[config.mk]
export PLATFORM = sky130hd
export DESIGN_NAME = lpc_all_pole_synthesis_core_flat
export DESIGN_NICKNAME = d
export VERILOG_FILES = /design/src/design/lpcs_pkg.sv /design/src/design/lpcs_if.sv /design/src/design/lpcs_ram.sv /design/src/design/lpcs_mac.sv /design/src/design/lpcs_seq.sv /design/src/design/lpc_all_pole_synthesis_core.sv /design/src/flat_wrapper.sv
export SDC_FILE = /design/constraint.sdc
export NUM_CORES = 2
export LEC_CHECK = 0
export BUFFER_PORTS_ARGS = -buffer_cell sky130_fd_sc_hd__buf_2
export CAP_MARGIN = 20
export CORE_MARGIN = 8
export CORE_UTILIZATION = 45
export DETAILED_ROUTE_END_ITERATION = 10
export PLACE_DENSITY = 0.72
export SLEW_MARGIN = 15
export SYNTH_ARGS = -nofsm -noshare
export SYNTH_HDL_FRONTEND = slang
export SYNTH_SLANG_ARGS = --single-unit
[constraint.sdc]
create_clock -name clock -period 8.02 [get_ports clock]
set_input_delay 0.802 -clock clock [delete_from_list [all_inputs] [get_ports clock]]
set_output_delay 0.802 -clock clock [all_outputs]
set_load 0.005 [all_outputs]
[src/design/lpcs_pkg.sv]
// Shared constants, codes and control types of the LPC all-pole synthesis filter.
package lpcs_pkg;

   localparam int LPCS_MAX_ORDER = 32;

   localparam int DATA_W  = 16;
   localparam int ORDER_W = 6;
   localparam int TAP_W   = 5;
   localparam int FUNC_W  = 2;
   localparam int PROD_W  = 2 * DATA_W;
   localparam int COEF_FRAC = 12;

   localparam logic [FUNC_W-1:0] FN_FILTER = 2'd0;
   localparam logic [FUNC_W-1:0] FN_LOAD   = 2'd1;
   localparam logic [FUNC_W-1:0] FN_CLEAR  = 2'd2;

   localparam logic [ORDER_W-1:0] ORDER_RESET = 6'd16;

   localparam logic signed [DATA_W-1:0] SAMPLE_MAX = 16'sh7fff;
   localparam logic signed [DATA_W-1:0] SAMPLE_MIN = 16'sh8000;

   typedef enum logic [2:0] {
      ST_IDLE,
      ST_RUN,
      ST_DRAIN,
      ST_ROUND,
      ST_SUM,
      ST_EMIT
   } lpcs_state_type;

   typedef struct packed {
      logic issue;
      logic hist_ok;
      logic coef_ok;
      logic acc_clr;
      logic round_en;
      logic sum_en;
   } lpcs_mac_ctrl_type;

   typedef struct packed {
      logic pipe_busy;
   } lpcs_mac_stat_type;

endpackage

[src/design/lpcs_if.sv]
// Request and response channel interfaces of the LPC synthesis filter.
interface lpcs_req_if;
   logic                                  valid;
   logic                                  ready;
   logic        [lpcs_pkg::FUNC_W-1:0]    func;
   logic        [lpcs_pkg::TAP_W-1:0]     tap_index;
   logic signed [lpcs_pkg::DATA_W-1:0]    coef_value;
   logic signed [lpcs_pkg::DATA_W-1:0]    residual;

   modport source (output valid, func, tap_index, coef_value, residual, input ready);
   modport sink   (input valid, func, tap_index, coef_value, residual, output ready);
endinterface

interface lpcs_rsp_if;
   logic                               valid;
   logic                               ready;
   logic signed [lpcs_pkg::DATA_W-1:0] speech_sample;

   modport source (output valid, speech_sample, input ready);
   modport sink   (input valid, speech_sample, output ready);
endinterface

[src/design/lpcs_ram.sv]
// Generic simple dual-port RAM: one write port, one read port with registered data.
module lpcs_ram #(
   parameter int WIDTH = 16,
   parameter int DEPTH = 32,
   localparam int AW = (DEPTH > 1) ? $clog2(DEPTH) : 1
) (
   input  logic             clock,
   input  logic             wr_en,
   input  logic [AW-1:0]    wr_addr,
   input  logic [WIDTH-1:0] wr_data,
   input  logic [AW-1:0]    rd_addr,
   output logic [WIDTH-1:0] rd_data
);

   logic [WIDTH-1:0] mem_ff [DEPTH];
   logic [WIDTH-1:0] rd_data_ff;

   always_ff @(posedge clock) begin
      if (wr_en) begin
         mem_ff[wr_addr] <= wr_data;
      end
      rd_data_ff <= mem_ff[rd_addr];
   end

   assign rd_data = rd_data_ff;

endmodule

[src/design/lpcs_mac.sv]
// Shared multiply-accumulate datapath with rounding and output saturation.
module lpcs_mac #(
   parameter int MAX_ORDER = lpcs_pkg::LPCS_MAX_ORDER
) (
   input  logic                                 clock,
   input  logic                                 reset,
   input  lpcs_pkg::lpcs_mac_ctrl_type          mac_ctrl,
   input  logic signed [lpcs_pkg::DATA_W-1:0]   residual,
   input  logic signed [lpcs_pkg::DATA_W-1:0]   hist_word,
   input  logic signed [lpcs_pkg::DATA_W-1:0]   coef_word,
   output lpcs_pkg::lpcs_mac_stat_type          mac_stat,
   output logic signed [lpcs_pkg::DATA_W-1:0]   sample
);

   localparam int ACC_W = lpcs_pkg::PROD_W + $clog2(MAX_ORDER) + 1;
   localparam int RND_W = ACC_W - lpcs_pkg::COEF_FRAC;
   localparam int SUM_W = RND_W + 1;
   localparam logic signed [ACC_W-1:0] ROUND_HALF = ACC_W'(1 << (lpcs_pkg::COEF_FRAC - 1));

   logic                                s1_vld_ff, s1_hok_ff, s1_cok_ff;
   logic                                s2_vld_ff;
   logic signed [lpcs_pkg::DATA_W-1:0]  op_hist, op_coef;
   logic signed [lpcs_pkg::PROD_W-1:0]  prod_ff;
   logic signed [ACC_W-1:0]             acc_ff, acc_in;
   logic signed [ACC_W-1:0]             acc_rnd;
   logic signed [RND_W-1:0]             rnd_ff;
   logic signed [SUM_W-1:0]             sum_v;
   logic signed [lpcs_pkg::DATA_W-1:0]  res_ff;
   logic signed [lpcs_pkg::DATA_W-1:0]  y_ff, y_in;

   // stage 1 flags line up with the registered RAM read data
   always_ff @(posedge clock) begin
      if (reset) begin
         s1_vld_ff <= 1'b0;
         s2_vld_ff <= 1'b0;
      end else begin
         s1_vld_ff <= mac_ctrl.issue;
         s2_vld_ff <= s1_vld_ff;
      end
   end

   always_ff @(posedge clock) begin
      s1_hok_ff <= mac_ctrl.hist_ok;
      s1_cok_ff <= mac_ctrl.coef_ok;
   end

   // history entries never written since reset or clear, and coefficients never written since reset, read as zero
   assign op_hist = s1_hok_ff ? hist_word : '0;
   assign op_coef = s1_cok_ff ? coef_word : '0;

   always_comb begin
      acc_in = acc_ff;
      if (mac_ctrl.acc_clr) begin
         acc_in = '0;
      end else if (s2_vld_ff) begin
         acc_in = acc_ff + ACC_W'(prod_ff);
      end
   end

   assign acc_rnd = acc_ff + ROUND_HALF;
   assign sum_v   = SUM_W'(rnd_ff) + SUM_W'(res_ff);

   always_comb begin
      y_in = y_ff;
      if (mac_ctrl.sum_en) begin
         if (sum_v > SUM_W'(lpcs_pkg::SAMPLE_MAX)) begin
            y_in = lpcs_pkg::SAMPLE_MAX;
         end else if (sum_v < SUM_W'(lpcs_pkg::SAMPLE_MIN)) begin
            y_in = lpcs_pkg::SAMPLE_MIN;
         end else begin
            y_in = lpcs_pkg::DATA_W'(sum_v);
         end
      end
   end

   always_ff @(posedge clock) begin
      prod_ff <= op_hist * op_coef;
      acc_ff  <= acc_in;
      y_ff    <= y_in;
      if (mac_ctrl.acc_clr) begin
         res_ff <= residual;
      end
      if (mac_ctrl.round_en) begin
         // floor shift of the half-up biased sum
         rnd_ff <= $signed(acc_rnd[ACC_W-1:lpcs_pkg::COEF_FRAC]);
      end
   end

   assign mac_stat.pipe_busy = s1_vld_ff | s2_vld_ff;
   assign sample             = y_ff;

endmodule

[src/design/lpcs_seq.sv]
// Sequencer: beat decode, tap loop, history pointers and entry-valid flags.
module lpcs_seq #(
   parameter int MAX_ORDER = lpcs_pkg::LPCS_MAX_ORDER,
   localparam int AW = (MAX_ORDER > 1) ? $clog2(MAX_ORDER) : 1,
   localparam int OW = $clog2(MAX_ORDER + 1)
) (
   input  logic                                clock,
   input  logic                                reset,
   lpcs_req_if.sink                            req_chan,
   input  logic [lpcs_pkg::ORDER_W-1:0]        filter_order,
   input  logic                                out_free,
   input  lpcs_pkg::lpcs_mac_stat_type         mac_stat,
   output lpcs_pkg::lpcs_mac_ctrl_type         mac_ctrl,
   output logic                                emit,
   output logic                                hist_wr_en,
   output logic [AW-1:0]                       hist_wr_addr,
   output logic [AW-1:0]                       hist_rd_addr,
   output logic                                coef_wr_en,
   output logic [AW-1:0]                       coef_wr_addr,
   output logic [AW-1:0]                       coef_rd_addr
);

   localparam logic [AW-1:0] LAST_ADDR = AW'(MAX_ORDER - 1);

   lpcs_pkg::lpcs_state_type state_ff, state_in;

   logic [OW-1:0]        k_ff, k_in, ord_ff, ord_in, eff_ord, k_nxt;
   logic [AW-1:0]        rptr_ff, rptr_in, wp_ff, wp_in;
   logic [MAX_ORDER-1:0] hvld_ff, hvld_in, cvld_ff, cvld_in;
   logic                 accept, tap_ok, hist_clr;

   assign accept = req_chan.valid & req_chan.ready;
   assign tap_ok = 32'(req_chan.tap_index) < MAX_ORDER;
   assign k_nxt  = k_ff + OW'(1);

   always_comb begin
      if (32'(filter_order) > MAX_ORDER) begin
         eff_ord = OW'(MAX_ORDER);
      end else begin
         eff_ord = OW'(filter_order);
      end
   end

   // next state
   always_comb begin
      state_in = state_ff;
      unique case (state_ff)
         lpcs_pkg::ST_IDLE: begin
            if (accept && req_chan.func == lpcs_pkg::FN_FILTER) begin
               state_in = (eff_ord == '0) ? lpcs_pkg::ST_DRAIN : lpcs_pkg::ST_RUN;
            end
         end
         lpcs_pkg::ST_RUN: begin
            if (k_nxt == ord_ff) begin
               state_in = lpcs_pkg::ST_DRAIN;
            end
         end
         lpcs_pkg::ST_DRAIN: begin
            if (!mac_stat.pipe_busy) begin
               state_in = lpcs_pkg::ST_ROUND;
            end
         end
         lpcs_pkg::ST_ROUND: state_in = lpcs_pkg::ST_SUM;
         lpcs_pkg::ST_SUM:   state_in = lpcs_pkg::ST_EMIT;
         lpcs_pkg::ST_EMIT: begin
            if (out_free) begin
               state_in = lpcs_pkg::ST_IDLE;
            end
         end
         default: state_in = lpcs_pkg::ST_IDLE;
      endcase
   end

   // outputs; ready is high throughout idle, so valid alone marks a beat there
   always_comb begin
      req_chan.ready = 1'b0;
      mac_ctrl       = '0;
      emit           = 1'b0;
      hist_wr_en     = 1'b0;
      coef_wr_en     = 1'b0;
      hist_clr       = 1'b0;
      unique case (state_ff)
         lpcs_pkg::ST_IDLE: begin
            req_chan.ready = 1'b1;
            if (req_chan.valid) begin
               unique case (req_chan.func)
                  lpcs_pkg::FN_FILTER: mac_ctrl.acc_clr = 1'b1;
                  lpcs_pkg::FN_LOAD:   coef_wr_en       = tap_ok;
                  lpcs_pkg::FN_CLEAR:  hist_clr         = 1'b1;
                  default: ;
               endcase
            end
         end
         lpcs_pkg::ST_RUN: begin
            mac_ctrl.issue   = 1'b1;
            mac_ctrl.hist_ok = hvld_ff[rptr_ff];
            mac_ctrl.coef_ok = cvld_ff[k_ff[AW-1:0]];
         end
         lpcs_pkg::ST_DRAIN: ;
         lpcs_pkg::ST_ROUND: mac_ctrl.round_en = 1'b1;
         lpcs_pkg::ST_SUM:   mac_ctrl.sum_en   = 1'b1;
         lpcs_pkg::ST_EMIT: begin
            emit       = out_free;
            hist_wr_en = out_free;
         end
         default: ;
      endcase
   end

   assign hist_wr_addr = wp_ff;
   assign hist_rd_addr = rptr_ff;
   assign coef_wr_addr = AW'(req_chan.tap_index);
   assign coef_rd_addr = k_ff[AW-1:0];

   // counters, pointers and valid flags
   always_comb begin
      k_in    = k_ff;
      ord_in  = ord_ff;
      rptr_in = rptr_ff;
      wp_in   = wp_ff;
      hvld_in = hvld_ff;
      cvld_in = cvld_ff;
      if (mac_ctrl.acc_clr) begin
         k_in    = '0;
         ord_in  = eff_ord;
         // newest sample sits just below the write pointer
         rptr_in = (wp_ff == '0) ? LAST_ADDR : wp_ff - AW'(1);
      end
      if (mac_ctrl.issue) begin
         k_in    = k_nxt;
         rptr_in = (rptr_ff == '0) ? LAST_ADDR : rptr_ff - AW'(1);
      end
      if (hist_clr) begin
         hvld_in = '0;
      end
      if (hist_wr_en) begin
         hvld_in[wp_ff] = 1'b1;
         wp_in          = (wp_ff == LAST_ADDR) ? '0 : wp_ff + AW'(1);
      end
      if (coef_wr_en) begin
         cvld_in[coef_wr_addr] = 1'b1;
      end
   end

   always_ff @(posedge clock) begin
      if (reset) begin
         state_ff <= lpcs_pkg::ST_IDLE;
         wp_ff    <= '0;
         hvld_ff  <= '0;
         cvld_ff  <= '0;
      end else begin
         state_ff <= state_in;
         wp_ff    <= wp_in;
         hvld_ff  <= hvld_in;
         cvld_ff  <= cvld_in;
      end
   end

   always_ff @(posedge clock) begin
      k_ff    <= k_in;
      ord_ff  <= ord_in;
      rptr_ff <= rptr_in;
   end

endmodule

[src/design/lpc_all_pole_synthesis_core.sv]
// Top level of the LPC all-pole synthesis filter.
//
//   channel  dir  handshake        beat contents
//   req_     in   valid / ready    func, tap_index, coef_value, residual
//   rsp_     out  valid / ready    speech_sample (one per filter beat)
//   csr_     in   csr_wr_en        filter_order, 6 bits
//
// A filter beat: one shared 16x16 multiply-accumulate visits one tap a cycle (none at
// order zero), then drain, round and saturate. Load, clear and unused codes leave
// ready high; ready is low while a sample is in work. A finished sample waits in the
// response register while the next beat is taken; it is only stalled at the end if
// that register is still full. Reset clears history and coefficient valid flags at once.
module lpc_all_pole_synthesis_core #(
   parameter int MAX_ORDER = lpcs_pkg::LPCS_MAX_ORDER
) (
   input  logic                           clock,
   input  logic                           reset,
   lpcs_req_if.sink                       req_chan,
   lpcs_rsp_if.source                     rsp_chan,
   input  logic                           csr_wr_en,
   input  logic [lpcs_pkg::ORDER_W-1:0]   csr_wr_data
);

   localparam int AW = (MAX_ORDER > 1) ? $clog2(MAX_ORDER) : 1;

   logic [lpcs_pkg::ORDER_W-1:0]        filter_order_ff;
   logic                                rsp_valid_ff, rsp_valid_in;
   logic signed [lpcs_pkg::DATA_W-1:0]  rsp_data_ff;
   logic                                out_free, emit;
   logic                                hist_wr_en, coef_wr_en;
   logic [AW-1:0]                       hist_wr_addr, hist_rd_addr;
   logic [AW-1:0]                       coef_wr_addr, coef_rd_addr;
   logic signed [lpcs_pkg::DATA_W-1:0]  hist_word, coef_word, sample;
   lpcs_pkg::lpcs_mac_ctrl_type         mac_ctrl;
   lpcs_pkg::lpcs_mac_stat_type         mac_stat;

   always_ff @(posedge clock) begin
      if (reset) begin
         filter_order_ff <= lpcs_pkg::ORDER_RESET;
      end else if (csr_wr_en) begin
         filter_order_ff <= csr_wr_data;
      end
   end

   assign out_free = ~rsp_valid_ff | rsp_chan.ready;

   always_comb begin
      rsp_valid_in = rsp_valid_ff;
      if (emit) begin
         rsp_valid_in = 1'b1;
      end else if (rsp_chan.ready) begin
         rsp_valid_in = 1'b0;
      end
   end

   always_ff @(posedge clock) begin
      if (reset) begin
         rsp_valid_ff <= 1'b0;
      end else begin
         rsp_valid_ff <= rsp_valid_in;
      end
   end

   always_ff @(posedge clock) begin
      if (emit) begin
         rsp_data_ff <= sample;
      end
   end

   assign rsp_chan.valid         = rsp_valid_ff;
   assign rsp_chan.speech_sample = rsp_data_ff;

   lpcs_seq #(.MAX_ORDER(MAX_ORDER)) u_seq (
      .clock        (clock),
      .reset        (reset),
      .req_chan     (req_chan),
      .filter_order (filter_order_ff),
      .out_free     (out_free),
      .mac_stat     (mac_stat),
      .mac_ctrl     (mac_ctrl),
      .emit         (emit),
      .hist_wr_en   (hist_wr_en),
      .hist_wr_addr (hist_wr_addr),
      .hist_rd_addr (hist_rd_addr),
      .coef_wr_en   (coef_wr_en),
      .coef_wr_addr (coef_wr_addr),
      .coef_rd_addr (coef_rd_addr)
   );

   lpcs_ram #(.WIDTH(lpcs_pkg::DATA_W), .DEPTH(MAX_ORDER)) u_hist_ram (
      .clock   (clock),
      .wr_en   (hist_wr_en),
      .wr_addr (hist_wr_addr),
      .wr_data (sample),
      .rd_addr (hist_rd_addr),
      .rd_data (hist_word)
   );

   lpcs_ram #(.WIDTH(lpcs_pkg::DATA_W), .DEPTH(MAX_ORDER)) u_coef_ram (
      .clock   (clock),
      .wr_en   (coef_wr_en),
      .wr_addr (coef_wr_addr),
      .wr_data (req_chan.coef_value),
      .rd_addr (coef_rd_addr),
      .rd_data (coef_word)
   );

   lpcs_mac #(.MAX_ORDER(MAX_ORDER)) u_mac (
      .clock     (clock),
      .reset     (reset),
      .mac_ctrl  (mac_ctrl),
      .residual  (req_chan.residual),
      .hist_word (hist_word),
      .coef_word (coef_word),
      .mac_stat  (mac_stat),
      .sample    (sample)
   );

endmodule

[src/flat_wrapper.sv]
// flat-port wrapper written by rule: the top's interface ports become plain ports
module lpc_all_pole_synthesis_core_flat 
#(
   parameter int MAX_ORDER = lpcs_pkg::LPCS_MAX_ORDER
)
  (clock, reset, csr_wr_en, csr_wr_data, req_chan_valid, req_chan_func, req_chan_tap_index, req_chan_coef_value, req_chan_residual, req_chan_ready, rsp_chan_valid, rsp_chan_speech_sample, rsp_chan_ready);
  lpcs_req_if req_chan_i ();
  lpcs_rsp_if rsp_chan_i ();
  input  logic clock;
  input  logic reset;
  input  logic csr_wr_en;
  input  logic [lpcs_pkg::ORDER_W-1:0] csr_wr_data;
  input wire logic [$bits(req_chan_i.valid)-1:0] req_chan_valid;
  input wire logic [$bits(req_chan_i.func)-1:0] req_chan_func;
  input wire logic [$bits(req_chan_i.tap_index)-1:0] req_chan_tap_index;
  input wire logic [$bits(req_chan_i.coef_value)-1:0] req_chan_coef_value;
  input wire logic [$bits(req_chan_i.residual)-1:0] req_chan_residual;
  output wire logic [$bits(req_chan_i.ready)-1:0] req_chan_ready;
  output wire logic [$bits(rsp_chan_i.valid)-1:0] rsp_chan_valid;
  output wire logic [$bits(rsp_chan_i.speech_sample)-1:0] rsp_chan_speech_sample;
  input wire logic [$bits(rsp_chan_i.ready)-1:0] rsp_chan_ready;
  assign req_chan_i.valid = req_chan_valid;
  assign req_chan_i.func = req_chan_func;
  assign req_chan_i.tap_index = req_chan_tap_index;
  assign req_chan_i.coef_value = req_chan_coef_value;
  assign req_chan_i.residual = req_chan_residual;
  assign req_chan_ready = req_chan_i.ready;
  assign rsp_chan_valid = rsp_chan_i.valid;
  assign rsp_chan_speech_sample = rsp_chan_i.speech_sample;
  assign rsp_chan_i.ready = rsp_chan_ready;
  lpc_all_pole_synthesis_core #(.MAX_ORDER(MAX_ORDER)) u_core (.clock(clock), .reset(reset), .req_chan(req_chan_i), .rsp_chan(rsp_chan_i), .csr_wr_en(csr_wr_en), .csr_wr_data(csr_wr_data));
endmodule
==> run summary <==
• complete, no violations — status
• 4485 — # nets final
• met2 — layer with the highest usage after global routing
• edfxtp_1, mux4_2, inv_1, nor2_1, fa_1 — most used cells in the layout excluding fill and tap cells
• 5 — detailed-routing iteration count for the pre-antenna-repair pass
• 0.000185 V — Worst IR Drop VDD
• 0.0225 sq mm — multi-input gate area in the final layout
• 7.45 ns — Final Critical Period
• 3 — Longest Clk Path Bufs
• 0.567 ns — Final WS setup
• 0.69 ns — peak per-stage delay on the critical path
• register — CP Launch Type
• 30.7% — met2 Track Usage GR
• 15.8 sq um — post-synthesis average cell area
• 0.77 ns — worst skew pair latency
• 207 mW/mm^2 — Pwr Density
• 135 — placement row count
• 3877 — number of cells produced by synthesis
• edfxtp_1 — top cell type by total area after synthesis
• 10900 — FILL cells
• 17 — worst-path maximum fanout
• 75 — synth unique cells
• 23.5% — max_slew headroom
• dfxtp_1 — crit path max-delay cell type
• 0% — Async S/R FF share, synth
• false — unrepaired setup endpoints after global routing
• 139 — largest net degree at the start of global routing
• fa_1 — most repeated library cell on the critical path
• 0 — number of buffers inserted by hold repair at cts
• 214000 um — first-pass GRT wire length
• 0 — number of warnings printed during yosys synthesis
• 0.0613 sq mm — Mapped Area
• 92.9% — Tcrit/Tclk final
• 68 — Top-Level Pins
• 54.6% — area share of the leading cell type in the synthesized netlist
• built — clock tree from TritonCTS
• 0 — post-cts sizing count
• 1.15 ns — worst-margin pin slew
• 0 — setup repair bufs after CTS
• 4345 — Syn Nets
• 8.11 ns — data arrival time at the worst-slack endpoint
• 26.5% — global routing usage on met1
• 1300 — number of flip-flops and latches in the synthesized netlist
• 4 — depth of the CTS H-tree
• 24.5 nW — cell leakage power
• 0.148 sq mm — area of the die
• 19.9% — layout cell share with drive strength beyond 1
• register — critical path capture point type
• 8.67 ns — required time of the critical path
• 0.134 GHz — achievable clock frequency
• 0.956 — weighted congestion reported at the end of routability-driven placement
• 0 — max-slew violation count
• 45.3% — initial core utilization
• 50.7% — Core Util, Final
• 11.8% — Syn-to-layout area delta
• 0.0479 ns — Setup Skew
• 3.63% — met3 capacity usage during global routing
• 67 — count of buffers inserted at the top-level ports
• in2reg — path category of the worst min-delay check
• 0 — maximum capacitance violations
• 1300 — count of clock tree sinks
• and2_1 -> nand2_1 -> fa_1 -> inv_1 -> fa_1 -> inv_1 -> fa_1 -> inv_1 -> fa_1 -> fa_1 -> inv_1 -> fa_1 -> inv_1 -> ha_1 -> nand4_1 -> a2111oi_0 -> a22oi_1 -> o21ai_0 -> a41oi_1 -> a21oi_1 -> a211oi_1 -> o21ai_0 -> a21oi_1 -> xnor2_1 — Cell Chain, Critical Path
• edfxtp_1, mux4_2, fa_1, dfxtp_1, ha_1 — leading post-synthesis cells by cell area
• 142000 um — Routed WL
• 0.648 ns — Setup WS pre-CTS
• 87900 um — hpwl dp
• 0 ns — final setup TNS
• 19.1% — overall routing resource usage
• 0.206 ns — Min Hold Slack
• 385 um — Vert. Die Dim
• 24.0 um — wire length per cell after detailed routing
• 33600 — routed via count
• 0 — total gr overflow
• 0 — Hold Violations, Final
• 0.135 sq mm — core box area
• 1115 — number of enable flip-flop cells after synthesis
• edfxtp_1 — leading cell type in the layout, fill and taps excluded
• 5.68 — DR vias/cell
• 385 um — horizontal die dimension
• 3012 — Detailed Route Iter0 Violations
• 0.06 ns — clock-pin slew on the worst setup and hold paths
• 0 — number of routed nets with antenna violations
• 12 — initial antenna violation count
• 34200 — via count of the first global-routing pass
• 0.0372 sq mm — Storage cell area
• clkbuf_16 — root buffer cell
• edfxtp_1 — dominant register cell in the synthesized netlist
• reg2reg — type of the worst setup path
• 0 — total setup violations reported at the end of the flow
• 0 — DRC
• 60.6% — part of the Yosys area used for sequential elements
• 131 — TritonCTS Buffers
• 14.2 mW — power after layout
layer usage:
metal	up-vias	routed length (um)
met4	6	3630
met3	234	11200
met2	1412	67900
li1	14600	-
met1	17300	59300
met5	-	40
sequential cells by signal (all words and copies together), names as in the netlist, 16 cells and up:
name / count
u_core.u_coef_ram.mem_ff: 512
u_core.u_hist_ram.mem_ff: 512
u_core.u_mac.acc_ff: 38
u_core.u_mac.prod_ff: 32
u_core.u_seq.cvld_ff: 32
u_core.u_seq.hvld_ff: 32
u_core.u_mac.rnd_ff: 26
u_core.rsp_chan.speech_sample: 16
u_core.u_coef_ram.rd_data: 16
u_core.u_hist_ram.rd_data: 16
u_core.u_mac.res_ff: 16
u_core.u_mac.sample: 16
layout make-up:
| class | instances | area share (%) |
|---|---|---|
| Sequential cell | 1300 | 54.2 |
| Multi-Input combinational cell | 2094 | 32.8 |
| Clock buffer | 170 | 5.13 |
| Tap cell | 1781 | 3.25 |
| Inverter | 323 | 1.77 |
| Timing Repair Buffer | 167 | 1.70 |
| Clock inverter | 69 | 1.12 |
| Antenna cell | 4 | 0.0146 |
through the flow:
stage	std cells	cell area [sq um]
2_1_floorplan	3877	61300
3_3_place_gp	5661	64200
3_5_place_dp	5661	64200
4_1_cts	5900	68500
5_1_grt	5904	68600
6_report	5908	68600
report_power, final:
| group | total [mW] | internal [mW] | switching, mW |
|---|---|---|---|
| combinational | 0.760 | 0.347 | 0.412 |
| clock | 6.01 | 3.35 | 2.66 |
| sequential | 7.42 | 7.35 | 0.0746 |
cells by family after synthesis:
logic type / Yosys count / synth area share (%)
XOR/XNOR: 124 / 1.77
adder cells (fa/ha/maj): 418 / 11.8
AO/OA/AOI/OAI: 350 / 3.68
multiplexers: 398 / 13.5
AND/OR/NAND/NOR: 804 / 5.69
buffers and inverters: 483 / 2.97
flip-flops: 1300 / 60.6
final timing paths:
path	start	to	slack, ns	cells past startpoint
worst max-delay path	u_core.u_mac.s1_hok_ff	u_core.u_mac.prod_ff[31]	0.57	24
worst min register to register	u_core.u_mac.s1_vld_ff	u_core.u_mac.s2_vld_ff	0.47	1
worst min-delay path	req_chan_residual[13]	u_core.u_mac.res_ff[13]	0.21	1
worst max register to register	u_core.u_mac.s1_hok_ff	u_core.u_mac.prod_ff[31]	0.57	24
cell usage after synthesis, drive strengths merged, types with 39 or more instances:
master,number
edfxtp,1115
nor2,385
mux4,340
inv,322
fa,264
nand2,212
dfxtp,185
ha,154
a21oi,123
clkbuf,121
xnor2,84
o21ai,69
nand3,55
xor2,40
buf,39
critical path: cells and delay by family (launching register included):
family                   cells  cell delay, ns
XOR/XNOR                     1            0.13
AND/OR/NAND/NOR              3            0.82
flip-flops                   1            0.69
adder cells (fa/ha/maj)      7            3.45
buffers and inverters        5            0.28
AO/OA/AOI/OAI                8            1.95
(Power assumes the default switching activity.)
